### config.mk
export PLATFORM = sky130hd
export DESIGN_NAME = json_string_unescape
export DESIGN_NICKNAME = d
export VERILOG_FILES = /design/src/jsu_pkg.sv /design/src/jsu_front.sv /design/src/jsu_queue.sv /design/src/jsu_back.sv /design/src/json_string_unescape.sv
export VERILOG_INCLUDE_DIRS = /design/src /design/src/src
export SDC_FILE = /design/constraint.sdc
export NUM_CORES = 1
export LEC_CHECK = 0
export BUFFER_PORTS_ARGS = -buffer_cell sky130_fd_sc_hd__buf_2
export CORE_MARGIN = 4
export CORE_UTILIZATION = 50
export DETAILED_ROUTE_END_ITERATION = 10
export GPL_TIMING_DRIVEN = 0
export PLACE_DENSITY = 0.68
export SYNTH_ARGS = -nofsm -noshare
export SYNTH_HDL_FRONTEND = slang
export SYNTH_SLANG_ARGS = --single-unit
### constraint.sdc
create_clock -name i_clk -period 5.75 [get_ports i_clk]
set_clock_uncertainty 0.15 [all_clocks]
set_input_delay 1.15 -clock i_clk [delete_from_list [all_inputs] [get_ports i_clk]]
set_output_delay 1.15 -clock i_clk [all_outputs]
set_load 0.01 [all_outputs]
### src/json_string_unescape_assert.svh
// ----------------------------------------------------------------------------
// json_string_unescape_assert
// Assertion macros for the JSON string unescape RTL.
// ----------------------------------------------------------------------------
`ifndef JSON_STRING_UNESCAPE_ASSERT_SVH
`define JSON_STRING_UNESCAPE_ASSERT_SVH

`ifndef SYNTH

// Implication checked every clock outside reset
`define JSU_ASSERT(lbl, clk, rstn, prop, msg) \
    lbl: assert property (@(posedge clk) disable iff (!rstn) prop) else $error(msg);

// Condition that must never be true outside reset
`define JSU_ASSERT_NEVER(lbl, clk, rstn, cond, msg) \
    lbl: assert property (@(posedge clk) disable iff (!rstn) !(cond)) else $error(msg);

`else

`define JSU_ASSERT(lbl, clk, rstn, prop, msg)
`define JSU_ASSERT_NEVER(lbl, clk, rstn, cond, msg)

`endif

`endif

### src/jsu_pkg.sv
// ----------------------------------------------------------------------------
// jsu_pkg
// Types and constants for the JSON string unescape block.
// ----------------------------------------------------------------------------
`default_nettype none

package jsu_pkg;

    // Most bytes one source byte can turn into
    localparam int unsigned REC_BYTES = 6;
    localparam int unsigned REC_CNT_W = $clog2(REC_BYTES + 1);
    localparam int unsigned REC_IDX_W = $clog2(REC_BYTES);

    // Decoder modes
    localparam logic [2:0] MODE_PLAIN = 3'd0;
    localparam logic [2:0] MODE_ESC   = 3'd1;
    localparam logic [2:0] MODE_HEX0  = 3'd2;
    localparam logic [2:0] MODE_HEX1  = 3'd3;
    localparam logic [2:0] MODE_HEX2  = 3'd4;
    localparam logic [2:0] MODE_HEX3  = 3'd5;

    // Characters
    localparam logic [7:0] CH_QUOTE = 8'h22;
    localparam logic [7:0] CH_BSL   = 8'h5C;
    localparam logic [7:0] CH_SLASH = 8'h2F;
    localparam logic [7:0] CH_N     = 8'h6E;
    localparam logic [7:0] CH_R     = 8'h72;
    localparam logic [7:0] CH_T     = 8'h74;
    localparam logic [7:0] CH_B     = 8'h62;
    localparam logic [7:0] CH_F     = 8'h66;
    localparam logic [7:0] CH_U     = 8'h75;
    localparam logic [7:0] CH_LF    = 8'h0A;
    localparam logic [7:0] CH_CR    = 8'h0D;
    localparam logic [7:0] CH_TAB   = 8'h09;
    localparam logic [7:0] CH_BS    = 8'h08;
    localparam logic [7:0] CH_FF    = 8'h0C;

    // UTF-8 lead and continuation marks
    localparam logic [7:0] UTF_CONT  = 8'h80;
    localparam logic [7:0] UTF_LEAD2 = 8'hC0;
    localparam logic [7:0] UTF_LEAD3 = 8'hE0;

    // One decoded group: up to six bytes for one source byte
    typedef struct packed {
        logic                          last;
        logic [REC_CNT_W-1:0]          cnt;
        logic [REC_BYTES-1:0][7:0]     bytes;
    } t_rec;

    // Hex digit test and value
    function automatic logic [4:0] hex_decode(input logic [7:0] b);
        logic [4:0] r;
        r = 5'd0;
        if (b >= 8'h30 && b <= 8'h39) begin
            r = {1'b1, 4'(b - 8'h30)};
        end else if (b >= 8'h61 && b <= 8'h66) begin
            r = {1'b1, 4'(b - 8'h57)};
        end else if (b >= 8'h41 && b <= 8'h46) begin
            r = {1'b1, 4'(b - 8'h37)};
        end
        return r;
    endfunction

endpackage

`default_nettype wire

### src/jsu_front.sv
// ----------------------------------------------------------------------------
// jsu_front
// Accepts source bytes, tracks the escape state and builds one group of
// decoded bytes for each source byte that yields any.
// ----------------------------------------------------------------------------
`default_nettype none

module jsu_front import jsu_pkg::*; (
    input  wire logic       i_clk,
    input  wire logic       i_rst_n,
    input  wire logic       i_valid,
    output logic            o_ready,
    input  wire logic [7:0] i_byte,
    input  wire logic       i_end,
    input  wire logic       i_full,
    output logic            o_push,
    output t_rec            o_rec
);

    logic [2:0]                  r_mode, n_mode;
    logic [15:0]                 r_cp, n_cp;
    logic [2:0][7:0]             r_held;
    logic                        w_accept;
    logic [4:0]                  w_hex;
    logic [1:0]                  w_cnt;
    logic [15:0]                 w_cp_new;
    logic                        w_plain;
    logic [REC_BYTES-1:0][7:0]   w_bytes;
    logic [REC_CNT_W-1:0]        w_n;

    assign o_ready  = !i_full;
    assign w_accept = i_valid && !i_full;
    assign w_hex    = hex_decode(i_byte);
    assign w_cnt    = 2'(r_mode - MODE_HEX0);
    assign w_cp_new = {r_cp[11:0], w_hex[3:0]};

    // Decode one source byte
    always_comb begin
        n_mode  = r_mode;
        n_cp    = r_cp;
        w_bytes = '0;
        w_n     = '0;
        w_plain = 1'b0;
        unique case (r_mode)
            MODE_ESC: begin
                n_mode = MODE_PLAIN;
                unique case (i_byte)
                    CH_QUOTE: begin w_bytes[0] = CH_QUOTE; w_n = 3'd1; end
                    CH_BSL:   begin w_bytes[0] = CH_BSL;   w_n = 3'd1; end
                    CH_SLASH: begin w_bytes[0] = CH_SLASH; w_n = 3'd1; end
                    CH_N:     begin w_bytes[0] = CH_LF;    w_n = 3'd1; end
                    CH_R:     begin w_bytes[0] = CH_CR;    w_n = 3'd1; end
                    CH_T:     begin w_bytes[0] = CH_TAB;   w_n = 3'd1; end
                    CH_B:     begin w_bytes[0] = CH_BS;    w_n = 3'd1; end
                    CH_F:     begin w_bytes[0] = CH_FF;    w_n = 3'd1; end
                    CH_U: begin
                        if (i_end) begin
                            w_bytes[0] = CH_BSL;
                            w_bytes[1] = CH_U;
                            w_n        = 3'd2;
                        end else begin
                            n_mode = MODE_HEX0;
                            n_cp   = '0;
                        end
                    end
                    default: begin
                        w_bytes[0] = CH_BSL;
                        w_bytes[1] = i_byte;
                        w_n        = 3'd2;
                    end
                endcase
            end
            MODE_HEX0, MODE_HEX1, MODE_HEX2, MODE_HEX3: begin
                if (!w_hex[4] || (i_end && w_cnt != 2'd3)) begin
                    // flush "\u" and the digits held so far
                    w_bytes[0] = CH_BSL;
                    w_bytes[1] = CH_U;
                    for (int k = 0; k < 3; k++) begin
                        if (k < int'(w_cnt)) begin
                            w_bytes[2 + k] = r_held[k];
                        end
                    end
                    w_n = 3'(w_cnt) + 3'd2;
                    if (w_hex[4]) begin
                        // string ended on a valid digit: emit it raw
                        w_bytes[w_n] = i_byte;
                        w_n          = w_n + 3'd1;
                        n_mode       = MODE_PLAIN;
                    end else begin
                        w_plain = 1'b1;
                    end
                end else if (w_cnt != 2'd3) begin
                    n_cp   = w_cp_new;
                    n_mode = r_mode + 3'd1;
                end else begin
                    // four digits: UTF-8 encode
                    n_cp   = w_cp_new;
                    n_mode = MODE_PLAIN;
                    if (w_cp_new < 16'h0080) begin
                        w_bytes[0] = w_cp_new[7:0];
                        w_n        = 3'd1;
                    end else if (w_cp_new < 16'h0800) begin
                        w_bytes[0] = UTF_LEAD2 | {3'b000, w_cp_new[10:6]};
                        w_bytes[1] = UTF_CONT | {2'b00, w_cp_new[5:0]};
                        w_n        = 3'd2;
                    end else begin
                        w_bytes[0] = UTF_LEAD3 | {4'b0000, w_cp_new[15:12]};
                        w_bytes[1] = UTF_CONT | {2'b00, w_cp_new[11:6]};
                        w_bytes[2] = UTF_CONT | {2'b00, w_cp_new[5:0]};
                        w_n        = 3'd3;
                    end
                end
            end
            default: begin
                w_plain = 1'b1;
            end
        endcase

        // ordinary text byte, also after a bad hex digit
        if (w_plain) begin
            if (i_byte == CH_BSL && !i_end) begin
                n_mode = MODE_ESC;
            end else begin
                n_mode       = MODE_PLAIN;
                w_bytes[w_n] = i_byte;
                w_n          = w_n + 3'd1;
            end
        end

        if (i_end) begin
            n_mode = MODE_PLAIN;
            n_cp   = '0;
        end
    end

    assign o_push      = w_accept && (w_n != '0);
    assign o_rec.last  = i_end;
    assign o_rec.cnt   = w_n;
    assign o_rec.bytes = w_bytes;

    // State registers
    always_ff @(posedge i_clk) begin
        if (!i_rst_n) begin
            r_mode <= MODE_PLAIN;
            r_cp   <= '0;
        end else if (w_accept) begin
            r_mode <= n_mode;
            r_cp   <= n_cp;
        end
    end

    // Raw digits kept for a possible flush
    always_ff @(posedge i_clk) begin
        if (w_accept && w_hex[4] && r_mode >= MODE_HEX0 && r_mode <= MODE_HEX2) begin
            r_held[w_cnt] <= i_byte;
        end
    end

endmodule

`default_nettype wire

### src/jsu_queue.sv
// ----------------------------------------------------------------------------
// jsu_queue
// Small register queue of decoded groups between front and back.
// ----------------------------------------------------------------------------
`default_nettype none

module jsu_queue import jsu_pkg::*; #(
    parameter int unsigned DEPTH = 4
) (
    input  wire logic i_clk,
    input  wire logic i_rst_n,
    input  wire logic i_push,
    input  t_rec      i_rec,
    input  wire logic i_pop,
    output logic      o_full,
    output logic      o_valid,
    output t_rec      o_head
);

    localparam int unsigned PTR_W = (DEPTH > 1) ? $clog2(DEPTH) : 1;
    localparam int unsigned CNT_W = $clog2(DEPTH + 1);

    t_rec               r_slot [DEPTH];
    logic [PTR_W-1:0]   r_wr, r_rd;
    logic [CNT_W-1:0]   r_cnt;

    assign o_full  = (r_cnt == CNT_W'(DEPTH));
    assign o_valid = (r_cnt != '0);
    assign o_head  = r_slot[r_rd];

    // Pointers and fill level
    always_ff @(posedge i_clk) begin
        if (!i_rst_n) begin
            r_wr  <= '0;
            r_rd  <= '0;
            r_cnt <= '0;
        end else begin
            if (i_push) begin
                r_wr <= (r_wr == PTR_W'(DEPTH - 1)) ? '0 : r_wr + 1'b1;
            end
            if (i_pop) begin
                r_rd <= (r_rd == PTR_W'(DEPTH - 1)) ? '0 : r_rd + 1'b1;
            end
            if (i_push && !i_pop) begin
                r_cnt <= r_cnt + 1'b1;
            end else if (i_pop && !i_push) begin
                r_cnt <= r_cnt - 1'b1;
            end
        end
    end

    // Storage
    always_ff @(posedge i_clk) begin
        if (i_push) begin
            r_slot[r_wr] <= i_rec;
        end
    end

endmodule

`default_nettype wire

### src/jsu_back.sv
// ----------------------------------------------------------------------------
// jsu_back
// Sends the bytes of the group at the queue head, one word per cycle while i_tready is high.
// ----------------------------------------------------------------------------
`default_nettype none

module jsu_back import jsu_pkg::*; (
    input  wire logic i_clk,
    input  wire logic i_rst_n,
    input  wire logic i_valid,
    input  t_rec      i_rec,
    output logic      o_pop,
    output logic      o_tvalid,
    input  wire logic i_tready,
    output logic [7:0] o_tdata,
    output logic      o_tlast
);

    logic [REC_IDX_W-1:0] r_idx;
    logic                 w_final;

    assign w_final  = (REC_CNT_W'(r_idx) == i_rec.cnt - 1'b1);
    assign o_tvalid = i_valid;
    assign o_tdata  = i_rec.bytes[r_idx];
    assign o_tlast  = i_rec.last && w_final;
    assign o_pop    = i_valid && i_tready && w_final;

    // Byte index within the current group
    always_ff @(posedge i_clk) begin
        if (!i_rst_n) begin
            r_idx <= '0;
        end else if (i_valid && i_tready) begin
            r_idx <= w_final ? '0 : r_idx + 1'b1;
        end
    end

endmodule

`default_nettype wire

### src/json_string_unescape.sv
// ----------------------------------------------------------------------------
// json_string_unescape
// Decodes the bytes between the quotes of a JSON string: simple escapes,
// unknown escapes passed raw, and \uXXXX turned into UTF-8.
// ----------------------------------------------------------------------------
//  channel   dir  tdata            tlast
//  s_axis    in   in_byte [7:0]    end_of_string
//  m_axis    out  out_byte [7:0]   last_of_string
//
//  A source byte is taken every cycle while the group queue has room.
//  Each source byte yields 0..6 output words; the back end sends one word
//  per cycle while m_axis is ready.
//  The QUEUE_DEPTH-entry group queue sets how long a burst the input rides out.
//  Reset clears the decoder mode, code point, queue and byte index; no
//  clearing pass is needed.
// ----------------------------------------------------------------------------
`default_nettype none

`include "json_string_unescape_assert.svh"

module json_string_unescape import jsu_pkg::*; #(
    parameter int unsigned QUEUE_DEPTH = 4
) (
    input  wire logic       i_clk,
    input  wire logic       i_rst_n,
    input  wire logic       i_s_axis_tvalid,
    output logic            o_s_axis_tready,
    input  wire logic [7:0] i_s_axis_tdata,   // [7:0] in_byte
    input  wire logic       i_s_axis_tlast,
    output logic            o_m_axis_tvalid,
    input  wire logic       i_m_axis_tready,
    output logic [7:0]      o_m_axis_tdata,   // [7:0] out_byte
    output logic            o_m_axis_tlast
);

    logic w_push, w_pop, w_full, w_qvalid;
    t_rec w_rec_in, w_head;

    jsu_front u_front (
        .i_clk   (i_clk),
        .i_rst_n (i_rst_n),
        .i_valid (i_s_axis_tvalid),
        .o_ready (o_s_axis_tready),
        .i_byte  (i_s_axis_tdata),
        .i_end   (i_s_axis_tlast),
        .i_full  (w_full),
        .o_push  (w_push),
        .o_rec   (w_rec_in)
    );

    jsu_queue #(
        .DEPTH (QUEUE_DEPTH)
    ) u_queue (
        .i_clk   (i_clk),
        .i_rst_n (i_rst_n),
        .i_push  (w_push),
        .i_rec   (w_rec_in),
        .i_pop   (w_pop),
        .o_full  (w_full),
        .o_valid (w_qvalid),
        .o_head  (w_head)
    );

    jsu_back u_back (
        .i_clk    (i_clk),
        .i_rst_n  (i_rst_n),
        .i_valid  (w_qvalid),
        .i_rec    (w_head),
        .o_pop    (w_pop),
        .o_tvalid (o_m_axis_tvalid),
        .i_tready (i_m_axis_tready),
        .o_tdata  (o_m_axis_tdata),
        .o_tlast  (o_m_axis_tlast)
    );

    // Checks
    `JSU_ASSERT_NEVER(a_no_overflow, i_clk, i_rst_n, w_push && w_full, "group queue overflow")
    `JSU_ASSERT(a_head_count, i_clk, i_rst_n,
        w_qvalid |-> (w_head.cnt != '0 && w_head.cnt <= REC_CNT_W'(REC_BYTES)),
        "bad group size at queue head")
    `JSU_ASSERT(a_last_pops, i_clk, i_rst_n,
        (o_m_axis_tvalid && i_m_axis_tready && o_m_axis_tlast) |-> w_pop,
        "last word sent without releasing its group")

endmodule

`default_nettype wire
==> results of run 1 <==
-- path summary, 6_finish.rpt --
kind,from,slack [ns],to,cells after the start
hold reg to reg,u_queue.r_wr[1],0.36,u_queue.r_wr[1],2
setup reg to reg,u_front.r_mode[1],0.60,u_queue.r_cnt[2],19
setup / recovery,i_s_axis_tdata[1],0.44,u_queue.r_cnt[2],22
hold / removal,u_queue.r_wr[1],0.36,u_queue.r_wr[1],2
-- what timing repair did --
action | 4_1_cts | 5_1_grt
gates resized for setup | 5 | 6
setup endpoints to repair | 2 | 2
buffers inserted | 0 | 0
-- critical path, cell delays in order --
cell                       delay [ns]
sky130_fd_sc_hd__buf_2           0.14
sky130_fd_sc_hd__clkbuf_2        0.23
sky130_fd_sc_hd__inv_1           0.15
sky130_fd_sc_hd__ha_1            0.23
sky130_fd_sc_hd__nand2_1         0.09
sky130_fd_sc_hd__nor4_2          0.41
sky130_fd_sc_hd__nor3_1          0.10
sky130_fd_sc_hd__and3_2          0.33
sky130_fd_sc_hd__nor3_4          0.42
sky130_fd_sc_hd__inv_2           0.07
sky130_fd_sc_hd__ha_1            0.20
sky130_fd_sc_hd__inv_1           0.05
sky130_fd_sc_hd__nor2_1          0.05
sky130_fd_sc_hd__xnor2_2         0.23
sky130_fd_sc_hd__nor2_1          0.11
sky130_fd_sc_hd__a21oi_4         0.28
sky130_fd_sc_hd__ha_1            0.24
sky130_fd_sc_hd__inv_1           0.08
sky130_fd_sc_hd__fa_1            0.42
sky130_fd_sc_hd__xor2_1          0.17
sky130_fd_sc_hd__or3_1           0.30
sky130_fd_sc_hd__a21boi_0        0.16
-- metal layers --
metal	global-route usage, %	vias up	share of wire (%)	wire, µm
met4	7.728	0	4.0	1128
met2	32.84	330	46	12760
met5	0	-	0	0
met3	3.241	72	7.0	1964
li1	-	3260	-	-
met1	32.02	3680	43	12060
-- cells in the mapped netlist, drive strengths merged (2+ instances only) --
cell / number
and3: 8
a31oi: 6
nor2: 39
or2: 2
nand2: 60
xnor2: 4
a221oi: 3
edfxtp: 232
dfxtp: 27
and2: 25
a211oi: 3
buf: 16
clkbuf: 28
o21ai: 32
inv: 36
a22oi: 5
a32oi: 3
ha: 21
nand2b: 6
o22ai: 17
o41ai: 2
nand3b: 8
nor4: 7
a21boi: 3
or4: 2
nor3b: 2
nand4b: 2
o21a: 2
nand4: 9
mux4: 60
mux2i: 14
nor2b: 12
a21oi: 37
nand3: 13
xor2: 6
o31ai: 9
o221ai: 2
o2bb2ai: 2
nor3: 25
or3: 3
a21o: 2
o21bai: 3
-- registers in the layout, summed over array words and instances (netlist names), named ones only --
register / count
u_queue.r_slot: 208
u_front.r_held: 24
u_front.r_mode: 3
u_queue.r_rd: 2
u_back.r_idx: 3
u_front.r_cp: 12
u_queue.r_cnt: 3
u_queue.r_wr: 2
-- kinds of logic (layout without fill, tap and decap cells) --
family	Yosys count	count (layout)
xor+xnor	10	10
fa+ha+maj	22	22
flops	259	259
simple gates	225	225
mux	75	75
compound gates	139	139
buf+inv	81	150
-- metrics by stage --
stage	util [%]	cells	TNS, ns	power, mW
floorplan	-	811	0	2.929
global placement	53.70	1147	-389.53	3.219
detailed placement	53.74	1147	-104.45	3.226
CTS	57.48	1193	0	4.889
global route	57.60	1193	-0.003407	5.043
finish	57.60	1193	0	4.841
-- layout make-up --
type                    count  area (µm²)  area share [%]
flip-flops and latches    259        7507           56.88
clock buffers              28       679.4           5.147
repair buffers             23       115.1          0.8721
well taps                 313       391.6           2.967
inverters                  37       138.9           1.052
multi-input cells         471        4010           30.38
plain buffers              42       187.7           1.422
clock inverters            20       168.9           1.280
-- report_power, final --
part / total (mW) / switching [mW] / internal [mW]
logic: 0.884 / 0.499 / 0.385
registers: 2.28 / 0.0500 / 2.23
clock network: 1.67 / 0.722 / 0.950
==> impl_results.md, run 1 <==
- Period minus WS final: 5.307 ns
- Dpl cell area: 0.01232 mm²
- Simple-Gate Fraction of Synth Area: 10.13%
- Adder-Cell Fraction of Synth Area: 2.397%
- Slew at the pin closest to its max-slew limit: 1.078 ns
- Total number of clock tree sinks: 259
- Average instance area after synthesis: 14.55 µm²
- 1st-pass router iterations: 5
- Most frequent cells in the layout: sky130_fd_sc_hd__edfxtp_1 (232), sky130_fd_sc_hd__nand2_1 (60), sky130_fd_sc_hd__mux4_2 (60)
- Commonest non-fill, non-tap cell in the layout: sky130_fd_sc_hd__edfxtp_1
- Number of global-route vias before repair: 7,207
- Gate count after technology mapping: 811
- Initial core utilization: 51.49%
- Pre-CTS WS: -0.7630 ns
- CTS tree: done
- Total of fill cells in the finished design: 1,793
- Top_reg_cell synth: sky130_fd_sc_hd__edfxtp_1
- P_leak: 4.433 nW
- Arrival time at the worst endpoint: 5.64 ns
- Maximum number of pins on one net before global-route repair: 53
- Global-route wire length before repair: 43,110 µm
- Max_cap viols: 0
- Post-synthesis compound-gate area fraction: 7.625%
- Skew-Pair Late Insertion Delay: 0.57 ns
- Cell area after technology mapping: 0.01180 mm²
- Final setup violating endpoints: 0
- Dominant combinational cell family by area after synthesis: multiplexers
- Initial antenna violation count: 0
- YS warnings: 0
- Chip Height: 161.6 µm
- Total vias in the final route: 7,342
- Number of diodes added for antenna fixing: 0
- DR vias/cell: 6.154
- Post-Syn Nets: 846
- Average routed wire per standard cell: 23.39 µm
- WL final: 27,910 µm
- Global placer's final weighted congestion: 0.9736
- Total of hold buffers inserted after clock tree synthesis: 0
- Post-route worst setup slack: 0.4426 ns
- Status: completed
- Post-route ant nets: 0
- HPWL Detailed: 18,510 µm
- Die boundary width: 161.6 µm
- Clk root buf: sky130_fd_sc_hd__clkbuf_16
- Clock buffer count from CTS: 27
- Hold slack final: 0.3556 ns
- Synth Area in XOR/XNOR: 0.7423%
- Slew Limit Fails: 0
- Proportion of synthesized area in mux cells: 12.74%
- Number of hold violations in the final report: 0
- Fraction of post-synthesis cell area in the top cell type by area: 59.05%
- CP Launch Type: input pin
- Synth top area cells: sky130_fd_sc_hd__edfxtp_1 (59%), sky130_fd_sc_hd__mux4_2 (11%), sky130_fd_sc_hd__dfxtp_1 (4.6%)
- Clk buf depth: 3
- Max-Slew Margin vs Limit: 28.13%
- # port buffers: 23
- Maximum vdd drop: 0.0002984 V
- Critical Path End Type: register
- Pwr dens: 366.8 mW/mm²
- Placement Rows: 55
- H-tree level count: 1
- Critical setup path kind: input pin to register
- Drt first-iter violations: 898
- Share of synthesized flip-flops with an asynchronous set or reset: 0%
- Maximum operating frequency: 188.4 MHz
- Number of different library cells in the post-synthesis netlist: 69
- Number of nets in the final layout: 896
- Sequential fraction of the synthesis area: 63.63%
- Worst min-delay path class: register to register
- Final clock period utilization by the worst path: 92.30%
- Post-route DRC violation count: 0
- Clock transition at path regs: 0.06 ns
- Number of enable flip-flop cells after synthesis: 232
- GR Util All Layers: 21.57%
- Ports: 24
- #FFs+latches synth: 259
- Total overflow reported by the global router: 0
- Post-layout instance area: 0.01320 mm²
- Fraction of final layout cells with drive strength greater than 1: 18.30%
- Layout Area Growth over Synthesis: 11.87%
- Die Area: 0.02612 mm²
- Library cell occupying the most area in the post-synthesis netlist: sky130_fd_sc_hd__edfxtp_1
- Required time at the worst-slack endpoint: 6.09 ns
- Largest fanout on the critical path: 9
- Area of the core region: 0.02292 mm²
(Power assumes the default switching activity.)
==> inputs of run 2 (changes only) <==
--- a/config.mk
+++ b/config.mk
@@ -6,12 +6,15 @@
 export SDC_FILE = /design/constraint.sdc
 export NUM_CORES = 1
 export LEC_CHECK = 0
-export BUFFER_PORTS_ARGS = -buffer_cell sky130_fd_sc_hd__buf_2
+export CELL_PAD_IN_SITES_DETAIL_PLACEMENT = 1
+export CELL_PAD_IN_SITES_GLOBAL_PLACEMENT = 1
 export CORE_MARGIN = 4
-export CORE_UTILIZATION = 50
+export CORE_UTILIZATION = 49
 export DETAILED_ROUTE_END_ITERATION = 10
+export DONT_BUFFER_PORTS = 1
 export GPL_TIMING_DRIVEN = 0
-export PLACE_DENSITY = 0.68
+export PLACE_DENSITY_LB_ADDON = 0.1
+export SKIP_LAST_GASP = 1
 export SYNTH_ARGS = -nofsm -noshare
 export SYNTH_HDL_FRONTEND = slang
 export SYNTH_SLANG_ARGS = --single-unit
==> run 2 against run 1 <==
Against the previous run: first-iteration DRC count shrank 21%; power down 1.4%; maximum frequency is 2.5% lower; die area grew 1.9%; final area is 1.2% lower; cell count fell by 1.6%; sequential share of layout area rose by 0.68 points; setup slack got worse by 0.14 ns; non-clock buffer count shrank 23; critical path type unchanged; critical endpoint unchanged.
==> impl_results.md, run 2 (synthesized netlist as in run 1, its figures left out) <==
- Clock network power share: 34.1% (was 34.6%)
- Power share of the sequential group: 47.9% (was 47.2%)
- Post-layout instance area: 0.01304 mm² (was 0.01320 mm²)
- Maximum vdd drop: 0.0001822 V (was 0.0002984 V)
- Pre-CTS WS: -0.7722 ns (was -0.7630 ns)
- Net switching power: 1.242 mW (was 1.272 mW)
- Post-route DRC violation count: 0 (unchanged)
- Fraction of final layout cells with drive strength greater than 1: 15.32% (was 18.30%)
- Maximum number of pins on one net before global-route repair: 53 (unchanged)
- Total vias in the final route: 7,293 (was 7,342)
- Number of nets in the final layout: 873 (was 896)
- Total number of clock tree sinks: 259 (unchanged)
- Total overflow reported by the global router: 0 (unchanged)
- WL final: 32,000 µm (was 27,910 µm)
- Internal power: 3.530 mW (was 3.569 mW)
- Clock transition at path regs: 0.06 ns (about the same)
- Cell family with the largest share of critical-path delay: simple AND/OR/NAND/NOR gates (unchanged)
- Post-route worst setup slack: 0.3061 ns (was 0.4426 ns)
- Global placer's final weighted congestion: 0.9357 (was 0.9736)
- Average routed wire per standard cell: 27.26 µm (was 23.39 µm)
- Worst min-delay path class: register to register (unchanged)
- P_leak: 4.313 nW (was 4.433 nW)
- Commonest non-fill, non-tap cell in the layout: sky130_fd_sc_hd__edfxtp_1 (unchanged)
- Number of diodes added for antenna fixing: 0 (unchanged)
- 1st-pass router iterations: 5 (unchanged)
- Maximum operating frequency: 183.7 MHz (was 188.4 MHz)
- Arrival time at the worst endpoint: 5.74 ns (was 5.64 ns)
- Sum of negative setup slack: 0 ns (unchanged)
- Placement Rows: 56 (was 55)
- H-tree level count: 1 (unchanged)
- Total power: 4.772 mW (was 4.841 mW)
- Critical path's slowest cell: sky130_fd_sc_hd__nor3_2 (was sky130_fd_sc_hd__nor3_4)
- Part of the power in combinational logic: 17.9% (was 18.3%)
- Ports: 24 (unchanged)
- Required time at the worst-slack endpoint: 6.05 ns (was 6.09 ns)
- Clock buffer count from CTS: 27 (unchanged)
- Number of hold violations in the final report: 0 (unchanged)
- Hold slack final: 0.3744 ns (was 0.3556 ns)
- Non-filler instance count after layout: 1,174 (was 1,193)
- Total of fill cells in the finished design: 2,311 (was 1,793)
- Total buffers and inverters traversed by the critical path: 5 (was 6)
- Post-route ant nets: 0 (unchanged)
- Die Area: 0.02663 mm² (was 0.02612 mm²)
- Initial core utilization: 49.97% (was 51.49%)
- Number of placed cells counting well taps: 1,130 (was 1,147)
- Critical path, cell by cell: clkbuf_2 -> inv_1 -> ha_1 -> nor3b_2 -> nor3_2 -> or2_2 -> mux2i_1 -> a22oi_4 -> inv_2 -> ha_1 -> inv_1 -> nor2_1 -> xnor2_2 -> nor2_1 -> a21oi_4 -> ha_1 -> inv_1 -> fa_1 -> xor2_1 -> or3_1 -> a21boi_0 (was buf_2 -> clkbuf_2 -> inv_1 -> ha_1 -> nand2_1 -> nor4_2 -> nor3_1 -> and3_2 -> nor3_4 -> inv_2 -> ha_1 -> inv_1 -> nor2_1 -> xnor2_2 -> nor2_1 -> a21oi_4 -> ha_1 -> inv_1 -> fa_1 -> xor2_1 -> or3_1 -> a21boi_0)
- Most frequent cells in the layout: sky130_fd_sc_hd__edfxtp_1 (232), sky130_fd_sc_hd__nand2_1 (60), sky130_fd_sc_hd__mux4_2 (60) (unchanged)
- Pwr dens: 365.8 mW/mm² (was 366.8 mW/mm²)
- GR Util All Layers: 24.87% (was 21.57%)
- Number of flip-flops under the largest register name: 208 (unchanged)
- Slew at the pin closest to its max-slew limit: 1.202 ns (was 1.078 ns)
- Worst path max stage delay: 0.51 ns (was 0.42 ns)
- Biggest register: u_queue.r_slot (unchanged)
- Worst reg2reg startpoint: u_front.r_mode[1] (unchanged)
- Period minus WS final: 5.444 ns (was 5.307 ns)
- # port buffers: 0 (was 23)
- HPWL Detailed: 22,070 µm (was 18,510 µm)
- DR vias/cell: 6.212 (was 6.154)
- Clk buf depth: 3 (unchanged)
- Status: completed (unchanged)
- Area of the core region: 0.02361 mm² (was 0.02292 mm²)
- Final clock period utilization by the worst path: 94.68% (was 92.30%)
- Critical Path End Type: register (unchanged)
- Drt first-iter violations: 707 (was 898)
- Max-Slew Margin vs Limit: 19.88% (was 28.13%)
- Critical Path Source: i_s_axis_tdata[0] (was i_s_axis_tdata[1])
- Max_cap viols: 0 (unchanged)
- Share of the core filled with cells in the final layout: 55.24% (was 57.60%)
- CTS tree: done (unchanged)
- Setup repair after global routing missed its margin: yes
- Dpl cell area: 0.01221 mm² (was 0.01232 mm²)
- Largest regs: u_queue.r_slot: 208 flops, u_front.r_held: 24 flops, u_front.r_cp: 12 flops (unchanged)
- Global-route wire length before repair: 49,370 µm (was 43,110 µm)
- Post CTS Setup Buffer Count: 0 (unchanged)
- Slew Limit Fails: 0 (unchanged)
- Number of global-route vias before repair: 7,875 (was 7,207)
- CP Launch Type: input pin (unchanged)
- Critical setup path kind: input pin to register (unchanged)
- Net switching fraction of the power: 26.02% (was 26.27%)
- Skew-Pair Late Insertion Delay: 0.53 ns (was 0.57 ns)
- Chip Height: 163.2 µm (was 161.6 µm)
- Largest fanout on the critical path: 10 (was 9)
- Initial antenna violation count: 2 (was 0)
- Hold Path Origin: u_queue.r_wr[1] (unchanged)
- Clk root buf: sky130_fd_sc_hd__clkbuf_16 (unchanged)
- Die boundary width: 163.2 µm (was 161.6 µm)
- Final setup violating endpoints: 0 (unchanged)
- Layout Area Growth over Synthesis: 10.55% (was 11.87%)
==> run 2: repair_timing <==
action                                  in CTS  in global routing
endpoints found under the setup margin       2                105
gates resized for setup                      6                  4
hold endpoints to repair                     0                  0
hold buffers                                 0                  0
==> run 2: routing by layer <==
metal | wire length, µm | vias to the layer above | GRT usage (%)
met5 | 18 | - | 0
met4 | 923 | 2 | 7.244
met3 | 2055 | 62 | 4.214
met2 | 15590 | 231 | 41.02
met1 | 13410 | 3783 | 34.47
li1 | - | 3215 | -
==> run 2: power by group through the flow <==
| stage | clock network [mW] | registers, mW | logic [mW] |
|---|---|---|---|
| 6_report | 1.63 | 2.29 | 0.856 |
| 5_1_grt | 1.74 | 2.30 | 0.928 |
| 2_1_floorplan | 0 | 2.31 | 0.618 |
| 4_1_cts | 1.65 | 2.29 | 0.882 |
| 3_5_place_dp | 0 | 2.33 | 0.876 |
| 3_3_place_gp | 0 | 2.32 | 0.841 |
==> run 2: tightest hold or removal path, delay by kind of cell (launching register included) <==
kind,cells,cell delay (ns)
DFF,1,0.34
and+or+nand+nor,1,0.07
muxes,1,0.06
==> run 2: final cells by class <==
type | count | area [µm²] | area share (%)
Buffer | 42 | 187.7 | 1.439
Clock buffer | 34 | 701.9 | 5.381
Clock inverter | 12 | 105.1 | 0.8058
Inverter | 37 | 138.9 | 1.065
Multi-Input combinational cell | 471 | 4004 | 30.70
Sequential cell | 259 | 7507 | 57.55
Tap cell | 319 | 399.1 | 3.060
==> run 2: final timing paths <==
path | end | cells past startpoint | slack (ns)
setup / recovery | u_queue.r_cnt[2] | 21 | 0.31
hold / removal | u_queue.r_wr[1] | 2 | 0.37
setup reg to reg | u_queue.r_cnt[2] | 19 | 0.38
hold reg to reg | u_queue.r_wr[1] | 2 | 0.37
==> inputs of run 3 (changes only) <==
--- a/config.mk
+++ b/config.mk
@@ -9,7 +9,7 @@
 export CELL_PAD_IN_SITES_DETAIL_PLACEMENT = 1
 export CELL_PAD_IN_SITES_GLOBAL_PLACEMENT = 1
 export CORE_MARGIN = 4
-export CORE_UTILIZATION = 49
+export CORE_UTILIZATION = 50
 export DETAILED_ROUTE_END_ITERATION = 10
 export DONT_BUFFER_PORTS = 1
 export GPL_TIMING_DRIVEN = 0
==> constraint.sdc (replaced) <==
create_clock -name i_clk -period 6.76 [get_ports i_clk]
set_clock_uncertainty 0.15 [all_clocks]
set_input_delay 1.352 -clock i_clk [delete_from_list [all_inputs] [get_ports i_clk]]
set_output_delay 1.352 -clock i_clk [all_outputs]
set_load 0.01 [all_outputs]
==> run 3 against run 2 <==
Against the previous run: register-to-register slack better by 0.76 ns; sequential share of layout area is 0.072 points higher; clock-buffer cell count is 1 higher; setup slack better by 0.31 ns.
==> impl_results.md, run 3 (synthesized netlist as in run 1, its figures left out) <==
- Final setup violating endpoints: 0 (unchanged)
- Placement Rows: 55 (was 56)
- Drt first-iter violations: 575 (was 707)
- DR vias/cell: 6.309 (was 6.212)
- Total number of clock tree sinks: 259 (unchanged)
- Largest regs: u_queue.r_slot: 208 flops, u_front.r_held: 24 flops, u_front.r_cp: 12 flops (unchanged)
- Global-route wire length before repair: 49,060 µm (was 49,370 µm)
- HPWL Detailed: 21,690 µm (was 22,070 µm)
- Layout Area Growth over Synthesis: 10.41% (was 10.55%)
- Total power: 4.079 mW (was 4.772 mW)
- CP Launch Type: input pin (unchanged)
- Global placer's final weighted congestion: 0.9330 (was 0.9357)
- Biggest register: u_queue.r_slot (unchanged)
- Hold Path Origin: u_queue.r_wr[1] (unchanged)
- Cell count of the worst hold path: 2 (unchanged)
- Area of the core region: 0.02292 mm² (was 0.02361 mm²)
- Worst min-delay path class: register to register (unchanged)
- Met2 usage in global routing: 41.77% (was 41.02%)
- Ports: 24 (unchanged)
- Most frequent cells in the layout: sky130_fd_sc_hd__edfxtp_1 (232), sky130_fd_sc_hd__nand2_1 (60), sky130_fd_sc_hd__mux4_2 (60) (unchanged)
- Final clock period utilization by the worst path: 90.84%
- Max-Slew Margin vs Limit: 22.37% (was 19.88%)
- CTS tree: done (unchanged)
- Skew-Pair Late Insertion Delay: 0.53 ns (about the same)
- Period minus WS final: 6.141 ns
- P_leak: 4.301 nW (was 4.313 nW)
- Required time at the worst-slack endpoint: 7.05 ns (was 6.05 ns)
- Pwr dens: 313.1 mW/mm² (was 365.8 mW/mm²)
- Arrival time at the worst endpoint: 6.43 ns (was 5.74 ns)
- Reg-to-reg slack, setup: 1.14 ns (was 0.38 ns)
- Post-route worst setup slack: 0.6191 ns (was 0.3061 ns)
- GRT met3 Usage: 4.389% (was 4.214%)
- Hold EP: u_queue.r_wr[1] (unchanged)
- Status: completed (unchanged)
- Worst reg2reg startpoint: u_front.r_mode[1] (unchanged)
- Maximum vdd drop: 0.0002348 V (was 0.0001822 V)
- GR Util All Layers: 24.80% (was 24.87%)
- H-tree level count: 1 (unchanged)
- Post-route ant nets: 0 (unchanged)
- Maximum number of pins on one net before global-route repair: 53 (unchanged)
- Die Area: 0.02612 mm² (was 0.02663 mm²)
- Number of global-route vias before repair: 7,921 (was 7,875)
- Initial core utilization: 51.49% (was 49.97%)
- Clock transition at path regs: 0.06 ns (about the same)
- Chip Height: 161.6 µm (was 163.2 µm)
- Share of the core filled with cells in the final layout: 56.85% (was 55.24%)
- # port buffers: 0 (unchanged)
- Total overflow reported by the global router: 0 (unchanged)
- Largest fanout on the critical path: 9 (was 10)
- Average routed wire per standard cell: 27.21 µm (was 27.26 µm)
- Critical Path End Type: register (unchanged)
- Pre-CTS WS: 0.1956 ns (was -0.7722 ns)
- # resized after CTS: 0 (was 6)
- Post-route DRC violation count: 0 (unchanged)
- Critical setup path kind: input pin to register (unchanged)
- Clk root buf: sky130_fd_sc_hd__clkbuf_16 (unchanged)
- Total vias in the final route: 7,401 (was 7,293)
- Grt peak-use layer: met2 (unchanged)
- Die boundary width: 161.6 µm (was 163.2 µm)
- Worst Reg2Reg Path Length in Cells: 20 (was 19)
- Initial antenna violation count: 0 (was 2)
- Number of flip-flops under the largest register name: 208 (unchanged)
- Critical Path Source: i_s_axis_tdata[1] (was i_s_axis_tdata[0])
- Number of hold violations in the final report: 0 (unchanged)
- Total of hold buffers inserted after clock tree synthesis: 0 (unchanged)
- Post CTS Setup Buffer Count: 0 (unchanged)
- 1st-pass router iterations: 5 (unchanged)
- Maximum operating frequency: 162.8 MHz
- Setup repair after global routing missed its margin: no (was yes)
- Met1 Use GR: 33.98% (was 34.47%)
- Slew Limit Fails: 0 (unchanged)
- Fraction of final layout cells with drive strength greater than 1: 14.67% (was 15.32%)
- Slew at the pin closest to its max-slew limit: 1.164 ns (was 1.202 ns)
- Commonest non-fill, non-tap cell in the layout: sky130_fd_sc_hd__edfxtp_1 (unchanged)
- Clk buf depth: 3 (unchanged)
- Clock buffer count from CTS: 27 (unchanged)
- WL final: 31,920 µm (was 32,000 µm)
- Endpoint of the most critical register-to-register path: u_queue.r_cnt[2] (unchanged)
- Number of nets in the final layout: 875 (was 873)
- Max_cap viols: 0 (unchanged)
run 3: worst max-delay path by stage:
stage	endpoint	slack [ns]	cells past startpoint
final	u_queue.r_cnt[2]	0.62	22
after global routing	u_queue.r_cnt[2]	0.31	22
after CTS	o_m_axis_tlast	0.69	10
after detailed placement	u_queue.r_cnt[2]	0.20	21
after global placement	u_queue.r_slot[0][8]	-0.97	17
after floorplan	u_queue.r_slot[1][0]	0.85	16
run 3: report_power, final:
part / leakage [nW] / switching [mW] / internal (mW)
logic: 1.52 / 0.430 / 0.299
registers: 2.39 / 0.0477 / 1.90
clock network: 0.399 / 0.591 / 0.811
total: 4.30 / 1.07 / 3.01
run 3: through the flow:
stage | hold WS [ns] | instances | instance area [µm²] | setup TNS (ns)
4_1_cts | 0.3656 | 1172 | 13030 | 0
2_1_floorplan | 0.3177 | 811 | 11800 | 0
6_report | 0.3554 | 1173 | 13030 | 0
5_1_grt | 0.3973 | 1172 | 13030 | 0
3_5_place_dp | 0.3576 | 1124 | 12200 | 0
3_3_place_gp | 0.3284 | 1124 | 12190 | -197.63
run 3: worst max-delay path, cell delays in order:
cell,delay [ns]
sky130_fd_sc_hd__clkbuf_1,0.52
sky130_fd_sc_hd__inv_1,0.20
sky130_fd_sc_hd__ha_1,0.27
sky130_fd_sc_hd__nand4b_1,0.13
sky130_fd_sc_hd__nor3_1,0.08
sky130_fd_sc_hd__a221oi_1,0.51
sky130_fd_sc_hd__and3_1,0.25
sky130_fd_sc_hd__clkbuf_1,0.48
sky130_fd_sc_hd__nor3_4,0.17
sky130_fd_sc_hd__inv_2,0.09
sky130_fd_sc_hd__ha_1,0.14
sky130_fd_sc_hd__inv_1,0.04
sky130_fd_sc_hd__nor2_1,0.12
sky130_fd_sc_hd__xnor2_1,0.22
sky130_fd_sc_hd__nor2_1,0.10
sky130_fd_sc_hd__a21oi_2,0.37
sky130_fd_sc_hd__ha_1,0.26
sky130_fd_sc_hd__inv_1,0.07
sky130_fd_sc_hd__fa_1,0.43
sky130_fd_sc_hd__xor2_1,0.18
sky130_fd_sc_hd__or3_1,0.30
sky130_fd_sc_hd__a21boi_0,0.16
run 3: final cells by class:
class / count / area, µm²
Clock buffer: 35 / 705.7
Tap cell: 313 / 391.6
Antenna cell: 1 / 2.502
Inverter: 37 / 138.9
Multi-Input combinational cell: 471 / 3978
Sequential cell: 259 / 7507
Fill cell: 2166 / 9888
Buffer: 44 / 185.2
Clock inverter: 13 / 118.9
run 3: per-layer routing:
layer,up-vias,part of all wire (%)
met5,-,0
met4,0,2.5
met3,58,6.7
met2,284,49
met1,3842,42
li1,3217,-
